`src/hdl/qat_pkg.sv`:
```
`timescale 1ns / 1ps
// ----------------------------------------------------------------------------
// qat_pkg
// Shared types and constants of the quoted argument tokenizer: character
// codes, scan modes, status codes, register map and the structs passed
// between the tokenizer modules.
// ----------------------------------------------------------------------------
package qat_pkg;

    localparam int CHAR_W  = 8;
    localparam int COUNT_W = 7;
    localparam int STAT_W  = 2;
    localparam int DATA_W  = 32;
    localparam int ADDR_W  = 3;

    localparam logic [CHAR_W-1:0] CH_SPACE  = 8'h20;
    localparam logic [CHAR_W-1:0] CH_TAB    = 8'h09;
    localparam logic [CHAR_W-1:0] CH_CR     = 8'h0d;
    localparam logic [CHAR_W-1:0] CH_LF     = 8'h0a;
    localparam logic [CHAR_W-1:0] CH_SQUOTE = 8'h27;
    localparam logic [CHAR_W-1:0] CH_DQUOTE = 8'h22;
    localparam logic [CHAR_W-1:0] CH_BSLASH = 8'h5c;
    localparam logic [CHAR_W-1:0] CH_LOW_N  = 8'h6e;
    localparam logic [CHAR_W-1:0] CH_LOW_R  = 8'h72;
    localparam logic [CHAR_W-1:0] CH_LOW_T  = 8'h74;

    localparam logic [COUNT_W-1:0] MAX_ARGS_RESET = 7'd16;

    // register index, taken from the word address bit
    localparam logic REG_MAX_ARGS = 1'b0;

    typedef enum logic [1:0] {
        MODE_GAP   = 2'd0,
        MODE_TOKEN = 2'd1,
        MODE_QUOTE = 2'd2
    } scan_mode_t;

    typedef enum logic [STAT_W-1:0] {
        ST_OK           = 2'd0,
        ST_TOO_MANY     = 2'd1,
        ST_UNTERMINATED = 2'd2
    } status_t;

    typedef struct packed {
        logic [CHAR_W-1:0] character;
        logic              end_of_line;
    } item_t;

    typedef struct packed {
        logic [CHAR_W-1:0]  out_char;
        logic               char_valid;
        logic               token_start;
        logic               token_end;
        logic               line_done;
        status_t            status;
        logic [COUNT_W-1:0] arg_count;
    } result_t;

    typedef struct packed {
        scan_mode_t         mode;
        logic               quote_is_double;
        logic               escape_pending;
        logic [COUNT_W-1:0] args_seen;
        status_t            error_code;
    } line_state_t;

    function automatic logic is_separator(input logic [CHAR_W-1:0] ch);
        is_separator = (ch == CH_SPACE) || (ch == CH_TAB) || (ch == CH_CR) || (ch == CH_LF);
    endfunction

    function automatic logic [CHAR_W-1:0] unescape_char(input logic [CHAR_W-1:0] ch);
        case (ch)
            CH_LOW_N: unescape_char = CH_LF;
            CH_LOW_R: unescape_char = CH_CR;
            CH_LOW_T: unescape_char = CH_TAB;
            default:  unescape_char = ch;
        endcase
    endfunction

endpackage

```
`src/hdl/quoted_argument_tokenizer.sv`:
```
`timescale 1ns / 1ps
// ----------------------------------------------------------------------------
// quoted_argument_tokenizer
// Splits a command line, one character per word, into shell-style arguments
// with quoting and backslash escapes, and closes each line with a count and
// a status.
// ----------------------------------------------------------------------------
// Throughput is one character per clock cycle, sustained, with both sides
// streaming; a word accepted on s_ is held in the input register and its
// result reaches m_ from the result register. The figure is set by the line
// state update, which is a single registered loop: scan mode, quote kind,
// escape flag, argument count and error code are all updated together from
// one character. The argument limit is the APB register at byte address 0
// (reset 16); the user must write it only while the block is idle, and the
// block itself does not enforce this.
// ----------------------------------------------------------------------------
module quoted_argument_tokenizer
    import qat_pkg::*;
(
    input  logic               aclk,
    input  logic               aresetn,
    input  logic               psel,
    input  logic               penable,
    input  logic               pwrite,
    input  logic [ADDR_W-1:0]  paddr,
    input  logic [DATA_W-1:0]  pwdata,
    output logic [DATA_W-1:0]  prdata,
    output logic               pready,
    input  logic               s_valid,
    output logic               s_ready,
    input  logic [CHAR_W-1:0]  s_character,
    input  logic               s_end_of_line,
    output logic               m_valid,
    input  logic               m_ready,
    output logic [CHAR_W-1:0]  m_out_char,
    output logic               m_char_valid,
    output logic               m_token_start,
    output logic               m_token_end,
    output logic               m_line_done,
    output logic [STAT_W-1:0]  m_status,
    output logic [COUNT_W-1:0] m_arg_count
);

    logic [COUNT_W-1:0] max_args;
    logic               in_valid_reg;
    item_t              in_item_reg;
    logic               core_take;
    result_t            result;

    qat_apb_regs u_regs (
        .aclk     (aclk),
        .aresetn  (aresetn),
        .psel     (psel),
        .penable  (penable),
        .pwrite   (pwrite),
        .paddr    (paddr),
        .pwdata   (pwdata),
        .prdata   (prdata),
        .pready   (pready),
        .max_args (max_args)
    );

    assign s_ready = !in_valid_reg || core_take;

    always_ff @(posedge aclk) begin
        if (!aresetn) begin
            in_valid_reg <= 1'b0;
        end else if (s_ready) begin
            in_valid_reg <= s_valid;
        end
    end

    always_ff @(posedge aclk) begin
        if (s_ready && s_valid) begin
            in_item_reg <= '{s_character, s_end_of_line};
        end
    end

    qat_core u_core (
        .aclk       (aclk),
        .aresetn    (aresetn),
        .max_args   (max_args),
        .in_valid   (in_valid_reg),
        .in_item    (in_item_reg),
        .in_take    (core_take),
        .out_valid  (m_valid),
        .out_ready  (m_ready),
        .out_result (result)
    );

    assign m_out_char    = result.out_char;
    assign m_char_valid  = result.char_valid;
    assign m_token_start = result.token_start;
    assign m_token_end   = result.token_end;
    assign m_line_done   = result.line_done;
    assign m_status      = result.status;
    assign m_arg_count   = result.arg_count;

endmodule

```
`src/hdl/qat_apb_regs.sv`:
```
`timescale 1ns / 1ps
// ----------------------------------------------------------------------------
// qat_apb_regs
// APB register file holding the per-line argument limit.
// ----------------------------------------------------------------------------
module qat_apb_regs
    import qat_pkg::*;
(
    input  logic              aclk,
    input  logic              aresetn,
    input  logic              psel,
    input  logic              penable,
    input  logic              pwrite,
    input  logic [ADDR_W-1:0] paddr,
    input  logic [DATA_W-1:0] pwdata,
    output logic [DATA_W-1:0] prdata,
    output logic              pready,
    output logic [COUNT_W-1:0] max_args
);

    logic [COUNT_W-1:0] max_args_reg;
    logic               wr_en;

    assign pready = 1'b1;
    assign wr_en  = psel && penable && pwrite && (paddr[2] == REG_MAX_ARGS);

    always_ff @(posedge aclk) begin
        if (!aresetn) begin
            max_args_reg <= MAX_ARGS_RESET;
        end else if (wr_en) begin
            max_args_reg <= pwdata[COUNT_W-1:0];
        end
    end

    always_comb begin
        prdata = '0;
        unique case (paddr[2])
            REG_MAX_ARGS: prdata = {{(DATA_W-COUNT_W){1'b0}}, max_args_reg};
            default:      prdata = '0;
        endcase
    end

    assign max_args = max_args_reg;

endmodule

```
`src/hdl/qat_core.sv`:
```
`timescale 1ns / 1ps
// ----------------------------------------------------------------------------
// qat_core
// Per-character scan logic with the line state registers and the result
// register. One word is processed per cycle when the result side can take it.
// ----------------------------------------------------------------------------
module qat_core
    import qat_pkg::*;
(
    input  logic               aclk,
    input  logic               aresetn,
    input  logic [COUNT_W-1:0] max_args,
    input  logic               in_valid,
    input  item_t              in_item,
    output logic               in_take,
    output logic               out_valid,
    input  logic               out_ready,
    output result_t            out_result
);

    line_state_t state_reg, state_next;
    result_t     result_reg, result_next;
    logic        out_valid_reg;

    assign in_take = in_valid && (!out_valid_reg || out_ready);

    always_comb begin
        logic [CHAR_W-1:0] ch;
        logic              last;
        logic              handle;
        logic [CHAR_W-1:0] quote_ch;
        ch          = in_item.character;
        last        = in_item.end_of_line;
        handle      = 1'b1;
        quote_ch    = state_reg.quote_is_double ? CH_DQUOTE : CH_SQUOTE;
        state_next  = state_reg;
        result_next = '0;

        if (state_reg.error_code == ST_OK) begin
            if (state_reg.escape_pending) begin
                state_next.escape_pending = 1'b0;
                result_next.out_char      = unescape_char(ch);
                result_next.char_valid    = 1'b1;
            end else begin
                if (state_reg.mode == MODE_GAP) begin
                    if (is_separator(ch)) begin
                        handle = 1'b0;
                    end else if (state_reg.args_seen >= max_args) begin
                        state_next.error_code = ST_TOO_MANY;
                        handle = 1'b0;
                    end else begin
                        state_next.args_seen   = state_reg.args_seen + 1'b1;
                        result_next.token_start = 1'b1;
                        state_next.mode        = MODE_TOKEN;
                    end
                end
                if (handle) begin
                    case (state_next.mode)
                        MODE_TOKEN: begin
                            if (is_separator(ch)) begin
                                result_next.token_end = 1'b1;
                                state_next.mode       = MODE_GAP;
                            end else if (ch == CH_SQUOTE || ch == CH_DQUOTE) begin
                                state_next.mode            = MODE_QUOTE;
                                state_next.quote_is_double = (ch == CH_DQUOTE);
                            end else if (ch == CH_BSLASH && !last) begin
                                state_next.escape_pending = 1'b1;
                            end else begin
                                result_next.out_char   = ch;
                                result_next.char_valid = 1'b1;
                            end
                        end
                        MODE_QUOTE: begin
                            if (ch == quote_ch) begin
                                state_next.mode = MODE_TOKEN;
                            end else if (ch == CH_BSLASH && !last) begin
                                state_next.escape_pending = 1'b1;
                            end else begin
                                result_next.out_char   = ch;
                                result_next.char_valid = 1'b1;
                            end
                        end
                        default: ;
                    endcase
                end
            end
            if (last && state_next.error_code == ST_OK) begin
                if (state_next.mode == MODE_QUOTE) begin
                    state_next.error_code = ST_UNTERMINATED;
                end else if (state_next.mode == MODE_TOKEN) begin
                    result_next.token_end = 1'b1;
                end
            end
        end

        result_next.arg_count = state_next.args_seen;
        if (last) begin
            result_next.line_done = 1'b1;
            result_next.status    = state_next.error_code;
            state_next            = '{MODE_GAP, 1'b0, 1'b0, '0, ST_OK};
        end
    end

    always_ff @(posedge aclk) begin
        if (!aresetn) begin
            state_reg     <= '{MODE_GAP, 1'b0, 1'b0, '0, ST_OK};
            out_valid_reg <= 1'b0;
        end else begin
            if (in_take) begin
                state_reg <= state_next;
            end
            if (in_take) begin
                out_valid_reg <= 1'b1;
            end else if (out_ready) begin
                out_valid_reg <= 1'b0;
            end
        end
    end

    always_ff @(posedge aclk) begin
        if (in_take) begin
            result_reg <= result_next;
        end
    end

    assign out_valid  = out_valid_reg;
    assign out_result = result_reg;

endmodule
```
`config.mk`:
```
export PLATFORM = sky130hd
export DESIGN_NAME = quoted_argument_tokenizer
export DESIGN_NICKNAME = d
export VERILOG_FILES = /design/src/hdl/qat_pkg.sv /design/src/hdl/quoted_argument_tokenizer.sv /design/src/hdl/qat_apb_regs.sv /design/src/hdl/qat_core.sv
export SDC_FILE = /design/constraint.sdc
export NUM_CORES = 1
export LEC_CHECK = 0
export BUFFER_PORTS_ARGS = -buffer_cell sky130_fd_sc_hd__buf_2
export CORE_MARGIN = 1.5
export CORE_UTILIZATION = 45
export CTS_CLUSTER_DIAMETER = 80
export DETAILED_ROUTE_END_ITERATION = 7
export HOLD_SLACK_MARGIN = 0.1
export PLACE_DENSITY = 0.74
export REMOVE_ABC_BUFFERS = 1
export SYNTH_ARGS = -nofsm -noshare
export SYNTH_HDL_FRONTEND = slang
export SYNTH_SLANG_ARGS = --single-unit
```
`constraint.sdc`:
```
create_clock -name aclk -period 2.9 [get_ports aclk]
set_input_delay 0.58 -clock aclk [delete_from_list [all_inputs] [get_ports aclk]]
set_output_delay 0.58 -clock aclk [all_outputs]
set_load 0.01 [all_outputs]
```
## Word level (Yosys, flattened, before mapping)

Index checks and enable logic that the tools add are counted.

| operators by class | value |
|---|---|
| reductions and logical operators | 27 |
| eq/ne operators | 17 |
| bitwise logic cells | 3 |
| order comparisons | 1 |
| add/subtract/negate cells | 1 |
| muxes and demuxes | 54 |

Operator list:

| cell | number |
|---|---|
| two-way mux 9 bit | 10 |
| == test 8 x 7 -> 1 bit (second input constant) | 4 |
| two-way mux 13 bit | 2 |
| == test 8 x 4 -> 1 bit (second input constant) | 3 |
| == test 8 x 6 -> 1 bit (second input constant) | 3 |
| one-hot mux 8 bit (3 select lines) | 1 |
| two-way mux 2 bit | 11 |
| two-way mux 1 bit | 19 |
| one-hot mux 9 bit (2 select lines) | 1 |
| two-way mux 3 bit | 5 |
| two-way mux 7 bit | 2 |
| nonzero test 2 bit | 5 |
| == test 8 bit | 1 |
| adder 7 x 1 -> 7 bit (second input constant) | 1 |
| >= comparator 7 bit | 1 |
| logical AND 1 bit | 7 |
| AND reduction 7 bit | 1 |
| logical NOT 2 bit | 3 |
| logical OR 1 bit | 6 |
| == test 2 x 1 -> 1 bit (second input constant) | 2 |
| == test 2 bit (second input constant) | 2 |
| two-way mux 4 bit | 1 |
| inequality test 2 bit (second input constant) | 2 |
| one-hot mux 2 bit (2 select lines) | 1 |
| 5 further kinds | 9 |

| storage, ports and cells | value |
|---|---|
| bits in registers | 52 |
| logic and storage cells | 120 |

## Longest topological paths before layout

| logic depth | value |
|---|---|
| depth in word-level cells | 19 |
| gate-level depth with buffers | 14 |

## By module

From an unflattened synthesis, not the netlist that was laid out.

| unflattened totals | value |
|---|---|
| cells, all modules | 312 |
| area total of the unflattened synthesis | 3,088.0 µm² |

By module, submodules not included:

| module | area an instance (µm²) | cells an instance | instances |
|---|---|---|---|
| qat_core | 2,203.4 | 232 | 1 |
| qat_apb_regs | 556.8 | 66 | 1 |
| quoted_argument_tokenizer | 327.8 | 14 | 1 |

## Least setup slack after synthesis

No wires, ideal clock.

| timing | value |
|---|---|
| path kind | register to register |
| from | register u_core.state_reg[2] in the netlist's numbering |
| to | register u_core.state_reg[12] in the netlist's numbering |
| path slack | 0.251 ns |
| cell stages (with the launch flop) | 15 |
| required time | 2.829 ns |
| data arrival time | 2.579 ns |
| setup time | 0.071 ns |
| path buffers | 0 |
| period minus slack after synthesis | 2.649 ns |
| cell sequence | dfxtp_1 > inv_1 > ha_1 > nand2b_1 > a31oi_1 > o21bai_1 > nor3_1 > nor2_1 > inv_1 > ha_1 > nand2b_1 > a2111oi_0 > a21oi_1 > or3_1 > a21oi_1 |

| on the way | value |
|---|---|
| word-level cells in the longest chain between the ends | 14 |

Ends and longest elaborated chain:

| element | RTL line | source |
|---|---|---|
| start: declaration | qat_core.sv:21 | `line_state_t state_reg, state_next;` |
| start signal: assignment | qat_core.sv:106 | `state_reg <= '{MODE_GAP, 1'b0, 1'b0, '0, ST_OK};` |
| start signal: assignment | qat_core.sv:110 | `state_reg <= state_next;` |
| >= comparator 7 bit * | qat_core.sv:48 | `end else if (state_reg.args_seen >= max_args) begin` |
| two-way mux 2 bit | qat_core.sv:48 |  |
| two-way mux 2 bit | qat_core.sv:46 | `if (is_separator(ch)) begin` |
| two-way mux 2 bit | qat_core.sv:45 | `if (state_reg.mode == MODE_GAP) begin` |
| two-way mux 2 bit | qat_core.sv:40 | `if (state_reg.escape_pending) begin` |
| two-way mux 2 bit | qat_core.sv:39 | `if (state_reg.error_code == ST_OK) begin` |
| two-way mux 3 bit | qat_core.sv:63 | `end else if (ch == CH_SQUOTE \|\| ch == CH_DQUOTE) begin` |
| two-way mux 2 bit | qat_core.sv:60 | `if (is_separator(ch)) begin` |
| one-hot mux 2 bit (2 select lines) | qat_core.sv:58 | `case (state_next.mode)` |
| two-way mux 4 bit * | qat_core.sv:57 | `if (handle) begin` |
| two-way mux 3 bit * | qat_core.sv:40 |  |
| two-way mux 3 bit * | qat_core.sv:39 |  |
| two-way mux 13 bit * | qat_core.sv:39 |  |
| two-way mux 13 bit * | qat_core.sv:97 | `if (last) begin` |

Every way passes the cells marked *; elsewhere a longest branch is shown, timed or not. The select of a mux whose other input is x is not followed.
A chain may end at the register's enable or synchronous reset.

## Worst setup path after layout

Same ends and word-level chain as after synthesis.

==> report_table.html <==
<table>
<tr><th>Metric</th><th>Value</th></tr>
<tr><th colspan="2">Status</th></tr>
<tr><td>Result of the run</td><td>completed</td></tr>
<tr><th colspan="2">Logic synthesis</th></tr>
<tr><td>Post-synthesis instance total</td><td>318</td></tr>
<tr><td>Ys async rst share</td><td>0%</td></tr>
<tr><td>Number of synthesized register bits</td><td>52</td></tr>
<tr><td>Number of synthesized flops with an enable pin</td><td>30</td></tr>
<tr><td>Main flop type after synthesis</td><td>sky130_fd_sc_hd__edfxtp_1</td></tr>
<tr><td>Cell area after synthesis</td><td>2960 um2</td></tr>
<tr><td>Cell variety after synth</td><td>53</td></tr>
<tr><td>Mean instance size in the synthesized netlist</td><td>9.31 um2</td></tr>
<tr><td>Yosys warning count</td><td>0</td></tr>
<tr><td>Sequential-to-total area share from yosys stat</td><td>45.3%</td></tr>
<tr><th colspan="2">Worst setup path</th></tr>
<tr><td>Largest stage delay on the critical path</td><td>0.37 ns</td></tr>
<tr><td>CP max stage cell</td><td>sky130_fd_sc_hd__dfxtp_1</td></tr>
<tr><td>Worst setup path class</td><td>reg -&gt; reg</td></tr>
<tr><td>Worst path top cell family by delay</td><td>simple AND/OR/NAND/NOR gates</td></tr>
<tr><td>Data arrival at the endpoint of the critical path</td><td>2.96 ns</td></tr>
<tr><td>CP Max Fanout</td><td>3</td></tr>
<tr><td>Worst EP required</td><td>3.14 ns</td></tr>
<tr><td>Startpoint type of the worst setup path</td><td>register</td></tr>
<tr><td>Ordered list of cells on the worst path</td><td>inv_1 -&gt; ha_1 -&gt; nand2b_1 -&gt; a31oi_1 -&gt; o21bai_1 -&gt; nor3_2 -&gt; nor2_1 -&gt; inv_1 -&gt; ha_4 -&gt; nand2b_1 -&gt; a2111oi_4 -&gt; a21oi_2 -&gt; or3_1 -&gt; a21oi_1</td></tr>
<tr><td>Bufs and invs on worst path</td><td>2</td></tr>
<tr><td>Crit path capture type</td><td>register</td></tr>
<tr><th colspan="2">Detailed routing</th></tr>
<tr><td>Antenna Violating Nets Remaining</td><td>0</td></tr>
<tr><td>Post-Route WL</td><td>5830 um</td></tr>
<tr><td>Initial drt markers</td><td>155</td></tr>
<tr><td>Number of iterations in the first detailed-routing pass</td><td>5</td></tr>
<tr><td>Post-route DRC violation count</td><td>0</td></tr>
<tr><td>Via/cell ratio</td><td>5.13</td></tr>
<tr><td>Vias after detailed routing</td><td>2325</td></tr>
<tr><td>Drt wl/cell</td><td>12.9 um</td></tr>
<tr><th colspan="2">STA</th></tr>
<tr><td>Worst path setup slack after routing</td><td>0.180 ns</td></tr>
<tr><td>Worst hold slack</td><td>0.449 ns</td></tr>
<tr><td>Count of final setup violators</td><td>0</td></tr>
<tr><td>Number of pins with negative max-slew slack in the final report</td><td>0</td></tr>
<tr><td>Count of endpoints failing hold in the final timing report</td><td>0</td></tr>
<tr><td>RSZ-0062 raised after global routing</td><td>no</td></tr>
<tr><td>Fin crit share</td><td>93.8%</td></tr>
<tr><td>Clock skew after layout</td><td>0.00691 ns</td></tr>
<tr><td>Fmax</td><td>0.368 GHz</td></tr>
<tr><td>Post-Route Setup TNS</td><td>0 ns</td></tr>
<tr><td>Clock period minus worst slack</td><td>2.72 ns</td></tr>
<tr><th colspan="2">Cells and area</th></tr>
<tr><td>Antenna diode count</td><td>0</td></tr>
<tr><td>Final Net Count</td><td>436</td></tr>
<tr><td>Most common cell after layout, fill and taps aside</td><td>sky130_fd_sc_hd__buf_2</td></tr>
<tr><td>Leading cell types in the layout, fill and taps excluded</td><td>53 x sky130_fd_sc_hd__buf_2, 43 x sky130_fd_sc_hd__nor2_1, 30 x sky130_fd_sc_hd__edfxtp_1</td></tr>
<tr><td>Post-route insts no fill</td><td>453</td></tr>
<tr><td>Syn-to-layout area delta</td><td>15.6%</td></tr>
<tr><td>Number of flip-flops under the largest register name</td><td>21</td></tr>
<tr><td>Ratio of cells with drive above 1 in the final layout</td><td>23.7%</td></tr>
<tr><th colspan="2">Floorplan</th></tr>
<tr><td>Die footprint</td><td>7070 um2</td></tr>
<tr><td>Count of standard-cell rows</td><td>29</td></tr>
<tr><td>Horiz. Die Dim</td><td>84.1 um</td></tr>
<tr><td>DIE HEIGHT</td><td>84.1 um</td></tr>
<tr><td>Top-level I/O count</td><td>107</td></tr>
<tr><td>Core Area</td><td>6350 um2</td></tr>
<tr><td>Initial cell density of the core</td><td>46.6%</td></tr>
<tr><th colspan="2">Clock network</th></tr>
<tr><td>CTS sink count</td><td>52</td></tr>
<tr><td>Clock tree from TritonCTS</td><td>done</td></tr>
<tr><td>Post-CTS setup-driven buffer insertion count</td><td>0</td></tr>
<tr><td>Clock latency of the later-clocked register in the worst-skew pair</td><td>0.31 ns</td></tr>
<tr><td>Clock slew at the register clock pins of the worst setup and hold paths</td><td>0.09 ns</td></tr>
<tr><td>CTS Hold Buffers Added</td><td>0</td></tr>
<tr><td>TritonCTS buffer count</td><td>5</td></tr>
<tr><td>Root Driver</td><td>sky130_fd_sc_hd__clkbuf_8</td></tr>
<tr><td>Max Root-Sink Buffers</td><td>2</td></tr>
<tr><td>Count of H-tree levels built during CTS</td><td>2</td></tr>
<tr><th colspan="2">Global route</th></tr>
<tr><td>Residual overflow from global routing</td><td>0</td></tr>
<tr><td>Via count of the first global-routing pass</td><td>2051</td></tr>
<tr><td>Largest net degree at the start of global routing</td><td>20</td></tr>
<tr><td>First-pass GRT wire length</td><td>9440 um</td></tr>
<tr><td>Total routing usage reported by global routing</td><td>16.3%</td></tr>
<tr><td>Antenna violations before repair</td><td>0</td></tr>
<tr><th colspan="2">Pwr</th></tr>
<tr><td>P per Cell Area</td><td>446 nW/um2</td></tr>
<tr><td>Static leakage power</td><td>1.51 nW</td></tr>
<tr><td>Total power of the final layout</td><td>0.00153 W</td></tr>
<tr><td>Peak supply drop</td><td>0.000219 V</td></tr>
<tr><th colspan="2">Place</th></tr>
<tr><td>Dpl cells</td><td>445</td></tr>
<tr><td>HPWL Detailed</td><td>4160 um</td></tr>
<tr><td>Place WS</td><td>0.0653 ns</td></tr>
<tr><td>Routability cong.</td><td>0.868</td></tr>
<tr><td>Port-buffer cells</td><td>53</td></tr>
<tr><th colspan="2">Hold path</th></tr>
<tr><td>Worst min path class</td><td>in -&gt; reg</td></tr>
<tr><th colspan="2">Run</th></tr>
<tr><td>Max_cap viols</td><td>0</td></tr>
</table>
==> synth_stat cells, types with 3 or more instances <==
library cell / number / area (um2)
sky130_fd_sc_hd__dfxtp_1: 22 / 440
sky130_fd_sc_hd__ha_1: 10 / 125
sky130_fd_sc_hd__nand3_1: 10 / 50.1
sky130_fd_sc_hd__xor2_1: 5 / 43.8
sky130_fd_sc_hd__nor2b_1: 10 / 62.6
sky130_fd_sc_hd__a31oi_1: 5 / 31.3
sky130_fd_sc_hd__o22ai_1: 3 / 18.8
sky130_fd_sc_hd__clkbuf_1: 8 / 30.0
sky130_fd_sc_hd__nand4_1: 5 / 31.3
sky130_fd_sc_hd__a21oi_1: 13 / 65.1
sky130_fd_sc_hd__buf_4: 27 / 203
sky130_fd_sc_hd__edfxtp_1: 30 / 901
sky130_fd_sc_hd__o21ai_0: 11 / 55.1
sky130_fd_sc_hd__mux2i_1: 9 / 90.1
sky130_fd_sc_hd__nand2_1: 28 / 105
sky130_fd_sc_hd__nand2b_1: 5 / 31.3
sky130_fd_sc_hd__nor3_1: 9 / 45.0
sky130_fd_sc_hd__inv_1: 12 / 45.0
sky130_fd_sc_hd__nor2_1: 43 / 161
sky130_fd_sc_hd__and3_1: 4 / 25.0
sky130_fd_sc_hd__and2_1: 4 / 25.0
sky130_fd_sc_hd__or3_1: 4 / 25.0
==> per-stage QoR <==
step	utilization [%]	cell area, um2
2_1_floorplan	-	2790
3_3_place_gp	51.0	3240
3_5_place_dp	51.0	3240
4_1_cts	52.9	3360
5_1_grt	53.9	3420
6_report	53.9	3420
==> cell type report <==
type	count	area [um2]
Sequential cell	52	1340
Clock inverter	2	38.8
Tap cell	77	96.3
Inverter	13	53.8
Multi-Input combinational cell	238	1450
Clock buffer	6	82.6
Fill cell	582	2930
Timing Repair Buffer	65	355
==> worst paths after layout <==
| path | startpoint | endpoint | slack [ns] | depth (start not counted) |
|---|---|---|---|---|
| worst max-delay path | u_core.state_reg[2]$_SDFFE_PN0P_ | u_core.state_reg[12]$_SDFFE_PN0P_ | 0.18 | 14 |
| worst min-delay path | s_end_of_line | in_item_reg[0]$_DFFE_PP_ | 0.45 | 1 |
| worst max register to register | u_core.state_reg[2]$_SDFFE_PN0P_ | u_core.state_reg[12]$_SDFFE_PN0P_ | 0.18 | 14 |
| worst min register to register | u_core.state_reg[10]$_SDFFE_PN0P_ | u_core.state_reg[10]$_SDFFE_PN0P_ | 0.50 | 2 |
==> timing repair <==
action | 4_1_cts | 5_1_grt
gates resized for setup | 1 | 11
pin swaps | 0 | 1
setup endpoints to repair | 1 | 12
==> logic make-up after synthesis <==
| kind of cell | synth area share [%] |
|---|---|
| buffers and inverters | 10.7 |
| AOI/OAI and AO/OA | 10.8 |
| xor gates and xnor gates | 2.07 |
| other | 0.254 |
| muxes | 3.04 |
| and+or+nand+nor | 23.6 |
| DFF | 45.3 |
| adders and majority gates | 4.23 |
==> report_power, final <==
group          switching (W)  internal [W]  leakage [nW]
Combinational       0.000114     0.0000678         0.984
Sequential         0.0000127      0.000812         0.462
Clock               0.000239      0.000282        0.0614
Total               0.000366       0.00116          1.51
==> per-layer routing <==
layer  global-route usage, %  part of all wire, %  up-vias
met5                       0                    0        -
met4                    6.56                  1.8        0
met3                    3.96                  6.8       10
met2                    25.0                   46       94
met1                    22.1                   46     1044
li1                        -                    -     1177
Power figures use the tool's default switching activity.
